[src/hdl/hem_pkg.sv]
`default_nettype none
// ----------------------------------------------------------------------------
// hem_pkg
// Shared types and constants for the histogram equalization map block.
// ----------------------------------------------------------------------------
package hem_pkg;

    // Width and reset value of the pixel total register
    localparam int unsigned TOTAL_BITS = 25;
    localparam logic [TOTAL_BITS-1:0] TOTAL_RESET = 25'd65536;

    // Output level and bin index widths
    localparam int unsigned LEVEL_BITS = 8;
    localparam logic [LEVEL_BITS-1:0] LEVEL_MAX = 8'd255;
    localparam logic [LEVEL_BITS-1:0] LEVEL_ZERO = 8'd0;
    localparam int unsigned INDEX_BITS = 8;

    // Divider step counter: one quotient bit per step
    localparam int unsigned STEP_BITS = 3;
    localparam logic [STEP_BITS-1:0] STEP_FIRST = 3'd7;
    localparam logic [STEP_BITS-1:0] STEP_LAST = 3'd0;

    // Controller states
    typedef enum logic [1:0] {
        ST_IDLE,
        ST_PREP,
        ST_DIV,
        ST_SEND
    } hem_state_t;

    // Commands from controller to datapath
    typedef struct packed {
        logic take;
        logic prep;
        logic step;
        logic load;
    } hem_cmd_t;

    // Status from datapath to controller
    typedef struct packed {
        logic div_last;
    } hem_status_t;

endpackage
`default_nettype wire

[src/hdl/hem_datapath.sv]
`default_nettype none
// ----------------------------------------------------------------------------
// hem_datapath
// Cumulative count, numerator and denominator set-up, restoring divider and
// output payload register of the histogram equalization map.
// ----------------------------------------------------------------------------
module hem_datapath #(
    parameter int unsigned COUNT_BITS = 25,
    parameter int unsigned BIN_COUNT  = 256,
    parameter int unsigned BIN_BITS   = 8
) (
    input  wire                                   clk,
    input  wire                                   rst_n,
    input  wire hem_pkg::hem_cmd_t                cmd,
    output hem_pkg::hem_status_t                  status,
    input  wire                                   cfg_we,
    input  wire [hem_pkg::TOTAL_BITS-1:0]         cfg_data,
    input  wire [COUNT_BITS-1:0]                  bin_count,
    output logic [hem_pkg::LEVEL_BITS-1:0]        mapped_level,
    output logic [hem_pkg::INDEX_BITS-1:0]        bin_index,
    output logic                                  last_bin,
    output logic                                  degenerate
);

    localparam int unsigned NUM_BITS = COUNT_BITS + hem_pkg::LEVEL_BITS;
    localparam logic [BIN_BITS-1:0] BIN_LAST = BIN_BITS'(BIN_COUNT - 1);
    localparam logic [BIN_BITS-1:0] BIN_ZERO = '0;

    // Control state
    logic [hem_pkg::TOTAL_BITS-1:0] pixel_total_reg;
    logic [BIN_BITS-1:0]            next_bin_reg;
    logic [BIN_BITS-1:0]            next_bin_next;
    logic [COUNT_BITS-1:0]          sum_reg;
    logic [COUNT_BITS-1:0]          sum_next;
    logic [COUNT_BITS-1:0]          first_reg;
    logic [COUNT_BITS-1:0]          first_next;

    // Per-word working registers
    logic [BIN_BITS-1:0]                 cur_bin_reg;
    logic                                cur_last_reg;
    logic                                degen_reg;
    logic                                sat_reg;
    logic [COUNT_BITS-1:0]               den_reg;
    logic [COUNT_BITS-1:0]               rem_reg;
    logic [COUNT_BITS-1:0]               rem_next;
    logic [hem_pkg::LEVEL_BITS-1:0]      low_reg;
    logic [hem_pkg::LEVEL_BITS-1:0]      quo_reg;
    logic [hem_pkg::STEP_BITS-1:0]       step_reg;

    // Combinational helpers
    logic                           is_first;
    logic                           is_last;
    logic [COUNT_BITS:0]            sum_wide;
    logic [COUNT_BITS-1:0]          total_w;
    logic [COUNT_BITS-1:0]          diff;
    logic [NUM_BITS-1:0]            num;
    logic [COUNT_BITS-1:0]          den;
    logic                           degen_w;
    logic                           sat_w;
    logic [COUNT_BITS:0]            trial;
    logic [COUNT_BITS:0]            trial_sub;
    logic                           fits;
    logic [hem_pkg::LEVEL_BITS-1:0] level;

    // Running sum with saturation; bin 0 restarts the table
    always_comb
    begin
        is_first = (next_bin_reg == BIN_ZERO);
        is_last  = (next_bin_reg == BIN_LAST);
        sum_wide = {1'b0, sum_reg} + {1'b0, bin_count};
        if (is_first)
        begin
            sum_next   = bin_count;
            first_next = bin_count;
        end
        else
        begin
            sum_next   = sum_wide[COUNT_BITS] ? {COUNT_BITS{1'b1}} : sum_wide[COUNT_BITS-1:0];
            first_next = first_reg;
        end
        next_bin_next = is_last ? BIN_ZERO : next_bin_reg + BIN_BITS'(1);
    end

    // Numerator (diff * 255) and denominator, degenerate and saturation tests
    always_comb
    begin
        total_w = COUNT_BITS'(pixel_total_reg);
        diff    = sum_reg - first_reg;
        num     = {diff, hem_pkg::LEVEL_BITS'(0)} - NUM_BITS'(diff);
        den     = total_w - first_reg;
        degen_w = (total_w <= first_reg);
        sat_w   = (num >= {den, hem_pkg::LEVEL_BITS'(0)});
    end

    // One restoring division step: shift in a numerator bit, subtract if it fits
    always_comb
    begin
        trial     = {rem_reg, low_reg[hem_pkg::LEVEL_BITS-1]};
        trial_sub = trial - {1'b0, den_reg};
        fits      = (trial >= {1'b0, den_reg});
        rem_next  = fits ? trial_sub[COUNT_BITS-1:0] : trial[COUNT_BITS-1:0];
    end

    // Final level selection
    always_comb
    begin
        if (degen_reg)
        begin
            level = hem_pkg::LEVEL_ZERO;
        end
        else if (sat_reg)
        begin
            level = hem_pkg::LEVEL_MAX;
        end
        else
        begin
            level = quo_reg;
        end
    end

    assign status.div_last = (step_reg == hem_pkg::STEP_LAST);

    // Control state: pixel total register, sums, bin counter and step counter
    always_ff @(posedge clk or negedge rst_n)
    begin
        if (!rst_n)
        begin
            pixel_total_reg <= hem_pkg::TOTAL_RESET;
            next_bin_reg    <= '0;
            sum_reg         <= '0;
            first_reg       <= '0;
            step_reg        <= '0;
        end
        else
        begin
            if (cfg_we)
            begin
                pixel_total_reg <= cfg_data;
            end
            if (cmd.take)
            begin
                next_bin_reg <= next_bin_next;
                sum_reg      <= sum_next;
                first_reg    <= first_next;
            end
            if (cmd.prep)
            begin
                step_reg <= hem_pkg::STEP_FIRST;
            end
            else if (cmd.step)
            begin
                step_reg <= step_reg - hem_pkg::STEP_BITS'(1);
            end
        end
    end

    // Working and payload registers
    always_ff @(posedge clk)
    begin
        if (cmd.take)
        begin
            cur_bin_reg  <= next_bin_reg;
            cur_last_reg <= is_last;
        end
        if (cmd.prep)
        begin
            rem_reg   <= num[NUM_BITS-1:hem_pkg::LEVEL_BITS];
            low_reg   <= num[hem_pkg::LEVEL_BITS-1:0];
            den_reg   <= den;
            degen_reg <= degen_w;
            sat_reg   <= sat_w;
            quo_reg   <= '0;
        end
        else if (cmd.step)
        begin
            rem_reg <= rem_next;
            low_reg <= {low_reg[hem_pkg::LEVEL_BITS-2:0], 1'b0};
            quo_reg <= {quo_reg[hem_pkg::LEVEL_BITS-2:0], fits};
        end
        if (cmd.load)
        begin
            mapped_level <= level;
            bin_index    <= hem_pkg::INDEX_BITS'(cur_bin_reg);
            last_bin     <= cur_last_reg;
            degenerate   <= degen_reg;
        end
    end

endmodule
`default_nettype wire

[src/hdl/hem_ctrl.sv]
`default_nettype none
// ----------------------------------------------------------------------------
// hem_ctrl
// Sequencer for the histogram equalization map: takes a word, sets up the
// division, runs the divider steps and hands the result to the output slot.
// ----------------------------------------------------------------------------
module hem_ctrl (
    input  wire                       clk,
    input  wire                       rst_n,
    input  wire                       in_valid,
    output logic                      in_stall,
    output logic                      out_valid,
    input  wire                       out_stall,
    output hem_pkg::hem_cmd_t         cmd,
    input  wire hem_pkg::hem_status_t status
);

    hem_pkg::hem_state_t state_reg;
    hem_pkg::hem_state_t state_next;
    logic                out_valid_reg;
    logic                out_valid_next;
    logic                slot_free;

    assign slot_free = !out_valid_reg || !out_stall;

    // Next state
    always_comb
    begin
        state_next = state_reg;
        case (state_reg)
            hem_pkg::ST_IDLE:
            begin
                if (in_valid)
                begin
                    state_next = hem_pkg::ST_PREP;
                end
            end
            hem_pkg::ST_PREP:
            begin
                state_next = hem_pkg::ST_DIV;
            end
            hem_pkg::ST_DIV:
            begin
                if (status.div_last)
                begin
                    state_next = hem_pkg::ST_SEND;
                end
            end
            hem_pkg::ST_SEND:
            begin
                if (slot_free)
                begin
                    state_next = hem_pkg::ST_IDLE;
                end
            end
            default:
            begin
                state_next = hem_pkg::ST_IDLE;
            end
        endcase
    end

    // Commands and handshake outputs
    always_comb
    begin
        cmd      = '0;
        in_stall = 1'b1;
        case (state_reg)
            hem_pkg::ST_IDLE:
            begin
                in_stall = 1'b0;
                cmd.take = in_valid;
            end
            hem_pkg::ST_PREP:
            begin
                cmd.prep = 1'b1;
            end
            hem_pkg::ST_DIV:
            begin
                cmd.step = 1'b1;
            end
            hem_pkg::ST_SEND:
            begin
                cmd.load = slot_free;
            end
            default:
            begin
                cmd = '0;
            end
        endcase
    end

    // Output slot: fill on load, drain when the receiver takes the word
    always_comb
    begin
        if (cmd.load)
        begin
            out_valid_next = 1'b1;
        end
        else
        begin
            out_valid_next = out_valid_reg && out_stall;
        end
    end

    assign out_valid = out_valid_reg;

    always_ff @(posedge clk or negedge rst_n)
    begin
        if (!rst_n)
        begin
            state_reg     <= hem_pkg::ST_IDLE;
            out_valid_reg <= 1'b0;
        end
        else
        begin
            state_reg     <= state_next;
            out_valid_reg <= out_valid_next;
        end
    end

endmodule
`default_nettype wire

[src/hdl/histogram_equalization_map_core.sv]
`default_nettype none
// ----------------------------------------------------------------------------
// histogram_equalization_map_core
// Builds the equalization lookup table of one colour channel from its bin
// counts.
// ----------------------------------------------------------------------------
// Usage:
//   Input channel (in_valid / in_stall / bin_count): one histogram bin count
//   per word, bins in order 0 to BIN_COUNT-1; the bin counter wraps after the
//   last bin and the next word starts a new table.
//   Output channel (out_valid / out_stall / mapped_level, bin_index,
//   last_bin, degenerate): one word per input word, in the same order.
//   Configuration (cfg_valid / cfg_ready / cfg_data): pixel total of the
//   image; cfg_ready is always high. Write it between tables while idle.
//   Timing: a word accepted in the idle state passes through the set-up
//   state, the eight-step restoring divider and the hand-off state before it
//   reaches the output register; no new word is accepted until the block
//   has handed the last one over.
//   Reset clears the sums, the bin counter and the output slot, and loads
//   the pixel total with 65536.
//   While the receiver stalls, the output word holds; the block finishes the
//   next word and then waits to hand it over, stalling its input meanwhile.
// ----------------------------------------------------------------------------
module histogram_equalization_map_core #(
    parameter int unsigned BIN_COUNT  = 256,
    parameter int unsigned COUNT_BITS = 25
) (
    input  wire                                clk,
    input  wire                                rst_n,
    input  wire                                in_valid,
    output logic                               in_stall,
    input  wire [COUNT_BITS-1:0]               bin_count,
    output logic                               out_valid,
    input  wire                                out_stall,
    output logic [hem_pkg::LEVEL_BITS-1:0]     mapped_level,
    output logic [hem_pkg::INDEX_BITS-1:0]     bin_index,
    output logic                               last_bin,
    output logic                               degenerate,
    input  wire                                cfg_valid,
    output logic                               cfg_ready,
    input  wire [hem_pkg::TOTAL_BITS-1:0]      cfg_data
);

    localparam int unsigned BIN_BITS = $clog2(BIN_COUNT);

    hem_pkg::hem_cmd_t    cmd;
    hem_pkg::hem_status_t status;

    // Register writes are always taken
    assign cfg_ready = 1'b1;

    hem_ctrl u_ctrl (
        .clk       (clk),
        .rst_n     (rst_n),
        .in_valid  (in_valid),
        .in_stall  (in_stall),
        .out_valid (out_valid),
        .out_stall (out_stall),
        .cmd       (cmd),
        .status    (status)
    );

    hem_datapath #(
        .COUNT_BITS (COUNT_BITS),
        .BIN_COUNT  (BIN_COUNT),
        .BIN_BITS   (BIN_BITS)
    ) u_datapath (
        .clk          (clk),
        .rst_n        (rst_n),
        .cmd          (cmd),
        .status       (status),
        .cfg_we       (cfg_valid && cfg_ready),
        .cfg_data     (cfg_data),
        .bin_count    (bin_count),
        .mapped_level (mapped_level),
        .bin_index    (bin_index),
        .last_bin     (last_bin),
        .degenerate   (degenerate)
    );

endmodule
`default_nettype wire

[config.mk]
export PLATFORM = sky130hd
export DESIGN_NAME = histogram_equalization_map_core
export DESIGN_NICKNAME = d
export VERILOG_FILES = /design/src/hdl/hem_pkg.sv /design/src/hdl/hem_datapath.sv /design/src/hdl/hem_ctrl.sv /design/src/hdl/histogram_equalization_map_core.sv
export SDC_FILE = /design/constraint.sdc
export NUM_CORES = 1
export LEC_CHECK = 0
export BUFFER_PORTS_ARGS = -buffer_cell sky130_fd_sc_hd__buf_2
export CAP_MARGIN = 40
export CORE_MARGIN = 3
export CORE_UTILIZATION = 45
export CTS_BUF_LIST = sky130_fd_sc_hd__clkbuf_2
export CTS_CLUSTER_DIAMETER = 100
export DETAILED_ROUTE_END_ITERATION = 10
export SETUP_SLACK_MARGIN = 0.3
export SKIP_CTS_REPAIR_TIMING = 1
export SLEW_MARGIN = 20
export SYNTH_ARGS = -nofsm -noshare
export SYNTH_HDL_FRONTEND = slang
export SYNTH_SLANG_ARGS = --single-unit
[constraint.sdc]
create_clock -name clk -period 7.45 [get_ports clk]
set_input_delay 1.49 -clock clk [delete_from_list [all_inputs] [get_ports clk]]
set_output_delay 1.49 -clock clk [all_outputs]
set_load 0.01 [all_outputs]
# ---- After elaboration in Yosys (flattened, before gate mapping)
# Index checks and enable logic that the tools add are counted.
dict set report word_totals {
  elab_cells 67
  output_inout_bits 21
  reg_bits 184
  input_bits 55
}
dict set report classes {
  n_eq_ne 7
  mux 21
  n_addsub 7
  reduce_logical 10
  n_lt_le_gt_ge 3
}
# cell n
set op_table {}
lappend op_table {{25-bit two-way mux} 5}
lappend op_table {{25-bit subtractor} 3}
lappend op_table {{33-bit greater-or-equal comparator} 1}
lappend op_table {{33-bit by 25-bit subtractor with 33-bit output} 1}
lappend op_table {{8-bit two-way mux} 4}
lappend op_table {{25-bit by 25-bit adder with 26-bit output} 1}
lappend op_table {{26-bit by 25-bit greater-or-equal comparator with 1-bit output} 1}
lappend op_table {{25-bit <= comparator} 1}
lappend op_table {{8-bit by 1-bit adder with 8-bit output, second input constant} 1}
lappend op_table {{8-bit equality test, second input constant} 1}
lappend op_table {{8-bit zero test} 1}
lappend op_table {{2-bit one-hot mux with 4 select lines} 1}
lappend op_table {{1-bit two-way mux} 6}
lappend op_table {{2-bit two-way mux} 3}
lappend op_table {{3-bit two-way mux} 2}
lappend op_table {{2-bit equality test, second input constant} 2}
lappend op_table {{2-bit != test, second input constant} 2}
lappend op_table {{3-bit zero test} 1}
lappend op_table {{3-bit AND reduction} 1}
lappend op_table {{3-bit by 1-bit subtractor with 3-bit output, second input constant} 1}
lappend op_table {{2-bit by 1-bit equality test with 1-bit output, second input constant} 1}
lappend op_table {{1-bit zero test} 2}
lappend op_table {{2-bit zero test} 1}
lappend op_table {{2-bit by 1-bit != test with 1-bit output, second input constant} 1}
lappend op_table {{4 further kinds} 4}

# ---- Logic depth before layout (Yosys ltp)
# Gate-level depths: netlist of the first run.
dict set report depth {
  depth_word 4
  ltp_mapped 29
  depth_no_buf 29
}

# ---- By module
# A second synthesis of the first run with hierarchy kept.
dict set report hier_totals {
  cells_unflattened 1543
  area_unflattened_um2 14261.2
}
# mod instances seq_area_each_um2 cells_per_inst area_per_inst_um2
set by_module_without_submodules {}
lappend by_module_without_submodules {hem_datapath 1 4926.0 1521 14027.2}
lappend by_module_without_submodules {hem_ctrl 1 75.1 20 222.7}
lappend by_module_without_submodules {histogram_equalization_map_core 1 0.0 2 11.3}

# ---- Worst setup path after synthesis of the first run
# OpenSTA, ideal clock, no wires.
dict set report synth_path {
  kind {register to register}
  startpoint {register u_datapath.first_reg[0]}
  endpoint {register u_datapath.sat_reg (data pin)}
  setup_slack_ns 2.217
  period_less_slack_ns 5.233
  setup_ns 0.254
  path_stages_with_launch 29
  path_buffers 0
  t_arrival_ns 4.979
  required_ns 7.196
  path_cell_list {dfrtp_1 -> ha_1 -> fa_1 -> nor2b_1 -> o211ai_1 -> a21oi_1 -> o21ai_0 -> nand2b_1 -> a21oi_1 -> xnor2_1 -> inv_1 -> ha_1 -> a21oi_1 -> nand2_1 -> a21oi_1 -> o21bai_1 -> nor4_1 -> a21oi_2 -> a311oi_2 -> nor3_2 -> o21a_4 -> or3_1 -> nand2_1 -> ha_1 -> a21o_1 -> a21o_1 -> a21oi_1 -> o21ai_0 -> a21o_1}
}
dict set report synth_via {
  elab_chain_len 3
  word_cells_on_any_way 4
  classes_between {add/sub: 3; order compare: 1}
}
# item line
set synth_rtl {}
lappend synth_rtl {{start: declaration} hem_datapath.sv:35} ;# logic [COUNT_BITS-1:0] first_reg;
lappend synth_rtl {{start signal: assignment} hem_datapath.sv:144} ;# first_reg <= first_next;
lappend synth_rtl {{25-bit subtractor} hem_datapath.sv:88} ;# diff = sum_reg - first_reg;
lappend synth_rtl {{33-bit by 25-bit subtractor with 33-bit output} hem_datapath.sv:89} ;# num = {diff, hem_pkg::LEVEL_BITS'(0)} - NUM_BITS'(diff);
lappend synth_rtl {{33-bit greater-or-equal comparator *} hem_datapath.sv:92} ;# sat_w = (num >= {den, hem_pkg::LEVEL_BITS'(0)});
lappend synth_rtl {{via u_datapath.sat_w} hem_datapath.sv:59} ;# logic sat_w;
lappend synth_rtl {{end signal: assignment} hem_datapath.sv:171} ;# sat_reg <= sat_w;
lappend synth_rtl {{end: declaration} hem_datapath.sv:42} ;# logic sat_reg;
# The timed path passes the listed nets; every way through them passes the cells marked *.
# A chain may end at the register's enable or synchronous reset.

# ---- Worst setup path after layout of the first run
dict set report layout_path {
  startpoint {register u_datapath.first_reg[1]}
  endpoint {register u_datapath.sat_reg (data pin)}
}
# Same word-level chain as after synthesis.

==> results.json, run 1 <==
{
  "timing.slew.headroom": 0.4316,
  "ys.flop_type": "dfrtp_1",
  "reg2regPathDepth": 23,
  "io_pins": 76,
  "vias": 11490,
  "synth_fa_ha_area_frac": 0.1387,
  "routed_via_density": 5.701,
  "max_freq_ghz": 0.1629,
  "critical_path_class": "flop to flop",
  "synth_edf_count": 87,
  "drcViolationCount": 0,
  "worstHoldPathType": "input pin to asynchronous set/reset pin",
  "grt_start_max_net_pins": 60,
  "maxSlewViolCount": 0,
  "placed_area_mm2": 0.01505,
  "async_reset_ff_frac": 0.4837,
  "wire_per_inst_um": 17.86,
  "ff2ff_setup_slack_ns": 1.31,
  "fin_skew_ns": 0.05664,
  "status": "completed",
  "netlist_area_mm2": 0.01420,
  "grt_pass1_wl_um": 57880,
  "synth_seq_area_share": 0.3523,
  "cts_root_buf": "clkbuf_2",
  "crit_family": "compound AO/OA/AOI/OAI gates",
  "htree_levels": 4,
  "fin_tns_setup_ns": 0,
  "wirelength_um": 36010,
  "io_buffers": 74,
  "first_global_vias": 11070,
  "end_kind": "flop",
  "synthTopCellsByArea": "edfxtp_1, dfrtp_1, ha_1, mux2_2, xnor2_1",
  "worstSetupStartpoint": "u_datapath.first_reg[1]$_DFFE_PN0P_",
  "synth-compound-area-share": 0.1964,
  "areaGrowthSynthToFinish_pct": 8.081,
  "cp-start-kind": "flop",
  "regToRegStartpoint": "u_datapath.first_reg[1]$_DFFE_PN0P_",
  "synth_xor_area_frac": 0.07279,
  "drt_pass1_iterations": 6,
  "numCtsBuffers": 17,
  "yosysMostFrequentCell": "ha_1",
  "synth_top_area_share": 0.1840,
  "clock_latency_ns": 0.84,
  "finalCritPeriodShare": 0.8240,
  "hold_viol": 0,
  "cts_tree": "done",
  "path_buf_inv": 2,
  "grt_usage": 0.2147,
  "synth_cell_types": 83,
  "yosysWarnings": 0,
  "post-route-cell-area_mm2": 0.01534,
  "fin_nets": 1816,
  "ys_ff_latch": 184,
  "die_x_um": 183.6,
  "finalSetupViolCount": 0,
  "yosys.area_share.simple": 0.1370,
  "worst_pin_slew_ns": 0.8526,
  "drtIter0Drc": 784,
  "cp_common_cell": "ha_1",
  "synthesis.instances": 1535,
  "r2r_end": "u_datapath.sat_reg$_DFFE_PP_",
  "required_ns": 8.18,
  "path_cells": "inv_1, ha_1, nor2b_1, o2111a_1, o311ai_1, a211oi_1, o41ai_1, xnor2_1, inv_2, ha_1, a21o_1, a21oi_1, o41ai_1, a2111oi_0, a21oi_1, nor3_1, xnor2_1, ha_1, nand4_1, nor4_1, nand3_1, o21ai_0, a21o_1",
  "synthMuxAreaShare": 0.05755,
  "path_clk_slew_ns": 0.33,
  "n_fill_cell": 2868,
  "place_hpwl_um": 28550,
  "drive_gt1_frac": 0.1279,
  "rows": 64,
  "ant_nets": 0,
  "worstPathMaxFanout": 6,
  "syn_nets": 1745,
  "antenna_found_initial": 1,
  "place.gp.congestion": 0.9185,
  "die_h_um": 183.6,
  "clock-sinks": 184,
  "grt-ovfl-total": 0,
  "start_util": 0.4605,
  "die_area_mm2": 0.03372,
  "synth_common_cells": "ha_1, nor2_1, inv_1",
  "critical_path_arrival_ns": 6.87,
  "avgSynthCellArea_um2": 9.249,
  "core_mm2": 0.03083,
  "rsz0062_at_grt": "no",
  "cp_slowest_cell": "o311ai_1",
  "cts_buffer_depth": 2,
  "synth_top_family_by_area": "compound AO/OA/AOI/OAI gates",
  "maxCapViolCount": 0,
  "min_period_ns": 6.139,
  "synth_top_cell_by_area": "edfxtp_1",
  "slowest_delay_ns": 0.62
}
layer usage:
layer | vias up | wire length (um) | global-route usage | part of all wire
met5 | - | 0 | 0 | 0
met4 | 0 | 1091 | 0.08166 | 0.030
met3 | 55 | 1362 | 0.02711 | 0.038
met2 | 268 | 16320 | 0.3415 | 0.45
met1 | 5450 | 17240 | 0.3006 | 0.48
li1 | 5721 | - | - | -
how the worst max path moves through the flow:
stage	endpoint	depth (start not counted)
floorplan	u_datapath.sat_reg$_DFFE_PP_	28
global placement	u_datapath.sat_reg$_DFFE_PP_	28
detailed placement	u_datapath.sat_reg$_DFFE_PP_	25
CTS	u_datapath.sat_reg$_DFFE_PP_	23
global route	u_datapath.sat_reg$_DFFE_PP_	25
finish	u_datapath.sat_reg$_DFFE_PP_	23
stage by stage:
step                      hold slack (ns)    util  cells  setup WS (ns)
after floorplan                    0.4003       -   1535          2.217
after global placement             0.4072  0.4871   1980          1.637
after detailed placement           0.4045  0.4880   1981          1.481
after CTS                          0.3308  0.4972   2013          1.424
after global routing               0.3076  0.4977   2016         0.7994
final                              0.4389  0.4977   2016          1.311
final cells by class:
class / instances / area (um2) / area share
well taps: 396 / 495.5 / 0.03229
clock inverters: 15 / 196.4 / 0.01280
clock buffers: 17 / 85.08 / 0.005545
diodes: 1 / 2.502 / 0.0001631
inverters: 131 / 491.7 / 0.03205
multi-input cells: 1184 / 8574 / 0.5588
repair buffers: 88 / 498.0 / 0.03245
flip-flops and latches: 184 / 5001 / 0.3259
layout by cell type, fill, tap and decap left out, types with 9 or more instances in the layout:
| cell | n |
|---|---|
| ha_1 | 150 |
| nor2_1 | 132 |
| inv_1 | 129 |
| a21oi_1 | 108 |
| nand2_1 | 95 |
| o21ai_0 | 90 |
| dfrtp_1 | 88 |
| edfxtp_1 | 87 |
| xnor2_1 | 76 |
| buf_2 | 73 |
| mux2_2 | 61 |
| a21o_1 | 55 |
| xor2_1 | 42 |
| nor3_1 | 40 |
| nand3_1 | 26 |
| nand4_1 | 23 |
| o21a_1 | 22 |
| a31oi_1 | 20 |
| nor2b_1 | 18 |
| clkbuf_2 | 17 |
| nand2b_1 | 15 |
| o21bai_1 | 14 |
| and3_1 | 13 |
| mux2i_1 | 13 |
| a211oi_1 | 13 |
| o31ai_1 | 12 |
| buf_4 | 12 |
| and2_1 | 11 |
| o211ai_1 | 9 |
logic make-up after synthesis:
group / after synthesis
AO/OA/AOI/OAI: 426
adder cells (fa/ha/maj): 155
flip-flops: 184
XOR/XNOR: 118
multiplexers: 74
buffers and inverters: 167
AND/OR/NAND/NOR: 410
other: 1
Power of run 1 is left out: the tool's default activity adds up to more than one toggle a clock period on the data nets, which glitch-free logic cannot reach.
==> run 2, diff against run 1 <==
- clock period: 7.45 -> 6.3 ns (I/O delays scaled with it)
==> run 2 against run 1 <==
Final cell count increased by 0.50%. Clock skew rose by 0.010 ns. Sequential share of layout area is 0.34 points lower. Sequential cell count unchanged. Setup slack got worse by 0.67 ns. Non-clock buffer count increased by 10.
==> results.json, run 2 (synthesized netlist as in run 1, its figures left out) <==
{
  "cts_buffer_depth": 2,
  "io_pins": 76,
  "die_x_um": 183.6,
  "finalSetupViolCount": 0,
  "drtIter0Drc": 793,
  "max_freq_ghz": 0.1768,
  "layout_commonest_cell": "ha_1",
  "drt_pass1_iterations": 5,
  "grt_start_max_net_pins": 60,
  "clock-sinks": 184,
  "drive_gt1_frac": 0.1461,
  "io_buffers": 74,
  "status": "completed",
  "clock_latency_ns": 0.87,
  "n_fill_cell": 2933,
  "path_clk_slew_ns": 0.35,
  "required_ns": 6.94,
  "maxSlewViolCount": 0,
  "cts_tree": "done",
  "fin_skew_ns": 0.06668,
  "grt_pass1_wl_um": 58890,
  "first_global_vias": 11060,
  "mostFrequentLayoutCells": "ha_1, nor2_1, inv_1",
  "end_kind": "flop",
  "fin_nets": 1826,
  "hold_viol": 0,
  "timing.slew.headroom": 0.4165,
  "areaGrowthSynthToFinish_pct": 9.227,
  "register_area_mm2": 0.005001,
  "core_mm2": 0.03083,
  "start_util": 0.4605,
  "rsz0062_at_grt": "no",
  "grt-ovfl-total": 0,
  "critical_path_class": "flop to flop",
  "maxCapViolCount": 0,
  "cts_root_buf": "clkbuf_2",
  "numCtsBuffers": 17,
  "worstHoldPathType": "input pin to asynchronous set/reset pin",
  "place.gp.congestion": 0.9561,
  "routed_via_density": 5.689,
  "grt_usage": 0.2193,
  "die_h_um": 183.6,
  "regToRegStartpoint": "u_datapath.first_reg[1]$_DFFE_PN0P_",
  "die_area_mm2": 0.03372,
  "worstPathMaxFanout": 7,
  "fin_tns_setup_ns": 0,
  "critical_path_arrival_ns": 6.30,
  "htree_levels": 4,
  "place_hpwl_um": 29120,
  "wirelength_um": 36700,
  "worstSetupStartpoint": "u_datapath.first_reg[1]$_DFFE_PN0P_",
  "worst_pin_slew_ns": 0.8694,
  "rows": 64,
  "vias": 11530,
  "min_period_ns": 5.656,
  "drcViolationCount": 0,
  "antenna_found_initial": 1,
  "finalCritPeriodShare": 0.8979,
  "cp-start-kind": "flop",
  "wire_per_inst_um": 18.12,
  "ant_nets": 0,
  "multiInputGateArea_mm2": 0.008702
}
run 2: cell count changes in the layout (fill, tap and decap cells not counted), moves of 3 or more:
cell / delta
xnor2_1: -3
xnor2_2: +3
nor3_1: -3
buf_4: +9
nor3_2: +3
inv_8: +3
a21oi_1: -4
clkinv_8: -3
run 2: layout make-up:
type / count / share of cell area
inverter: 131 / 0.03171
antenna: 1 / 0.0001614
timing repair buffer: 98 / 0.03695
clock inverter: 14 / 0.009763
multi-input combinational: 1184 / 0.5612
clock buffer: 18 / 0.005809
tap: 396 / 0.03195
sequential: 184 / 0.3225
run 2: per-stage QoR:
step / instances / setup WS (ns) / util / hold WS (ns) / instance area [um2]
3_3_place_gp: 1984 / 0.6201 / 0.4881 / 0.4070 / 15050
2_1_floorplan: 1535 / 1.067 / - / 0.4003 / 14200
4_1_cts: 2017 / 0.4099 / 0.4962 / 0.2080 / 15300
6_report: 2026 / 0.6435 / 0.5030 / 0.2612 / 15510
5_1_grt: 2026 / 0.2712 / 0.5030 / 0.2019 / 15510
3_5_place_dp: 1985 / 0.4944 / 0.4884 / 0.4144 / 15060
run 2: path summary, 6_finish.rpt:
kind,end,slack [ns],cells past startpoint
min reg2reg,u_datapath.bin_index[5]$_DFFE_PP_,0.47,0
min in group clk,u_datapath.bin_index[5]$_DFFE_PP_,0.47,0
min,u_datapath.first_reg[3]$_DFFE_PN0P_,0.26,1
max reg2reg,u_datapath.sat_reg$_DFFE_PP_,0.64,25
max,u_datapath.sat_reg$_DFFE_PP_,0.64,25
max in group asynchronous,u_datapath.pixel_total_reg[16]$_DFFE_PN1P_,5.11,3
run 2: critical path: stages, from the launching register on:
cell	delay [ns]
dfrtp_1	0.50
inv_1	0.17
ha_1	0.26
nor2b_2	0.18
o2111a_1	0.28
o31ai_1	0.38
and2_2	0.32
inv_1	0.07
ha_1	0.34
nand3_1	0.12
nand2_1	0.09
a21oi_2	0.16
o21bai_1	0.11
nor4_2	0.28
a21oi_2	0.12
a311oi_2	0.26
nor3_2	0.11
o21a_4	0.26
or3_1	0.34
nand2_1	0.09
ha_1	0.23
a21o_1	0.16
a21o_1	0.17
a21oi_1	0.14
o21ai_0	0.10
a21o_1	0.17
run 2: layer usage:
metal  part of all wire  vias to the layer above  global-route usage
li1                   -                     5738                   -
met1               0.49                     5480              0.3175
met2               0.45                      258              0.3440
met3              0.037                       49             0.03027
met4              0.024                        0             0.06368
met5                  0                        -                   0
Power of run 2 is left out for the same reason.
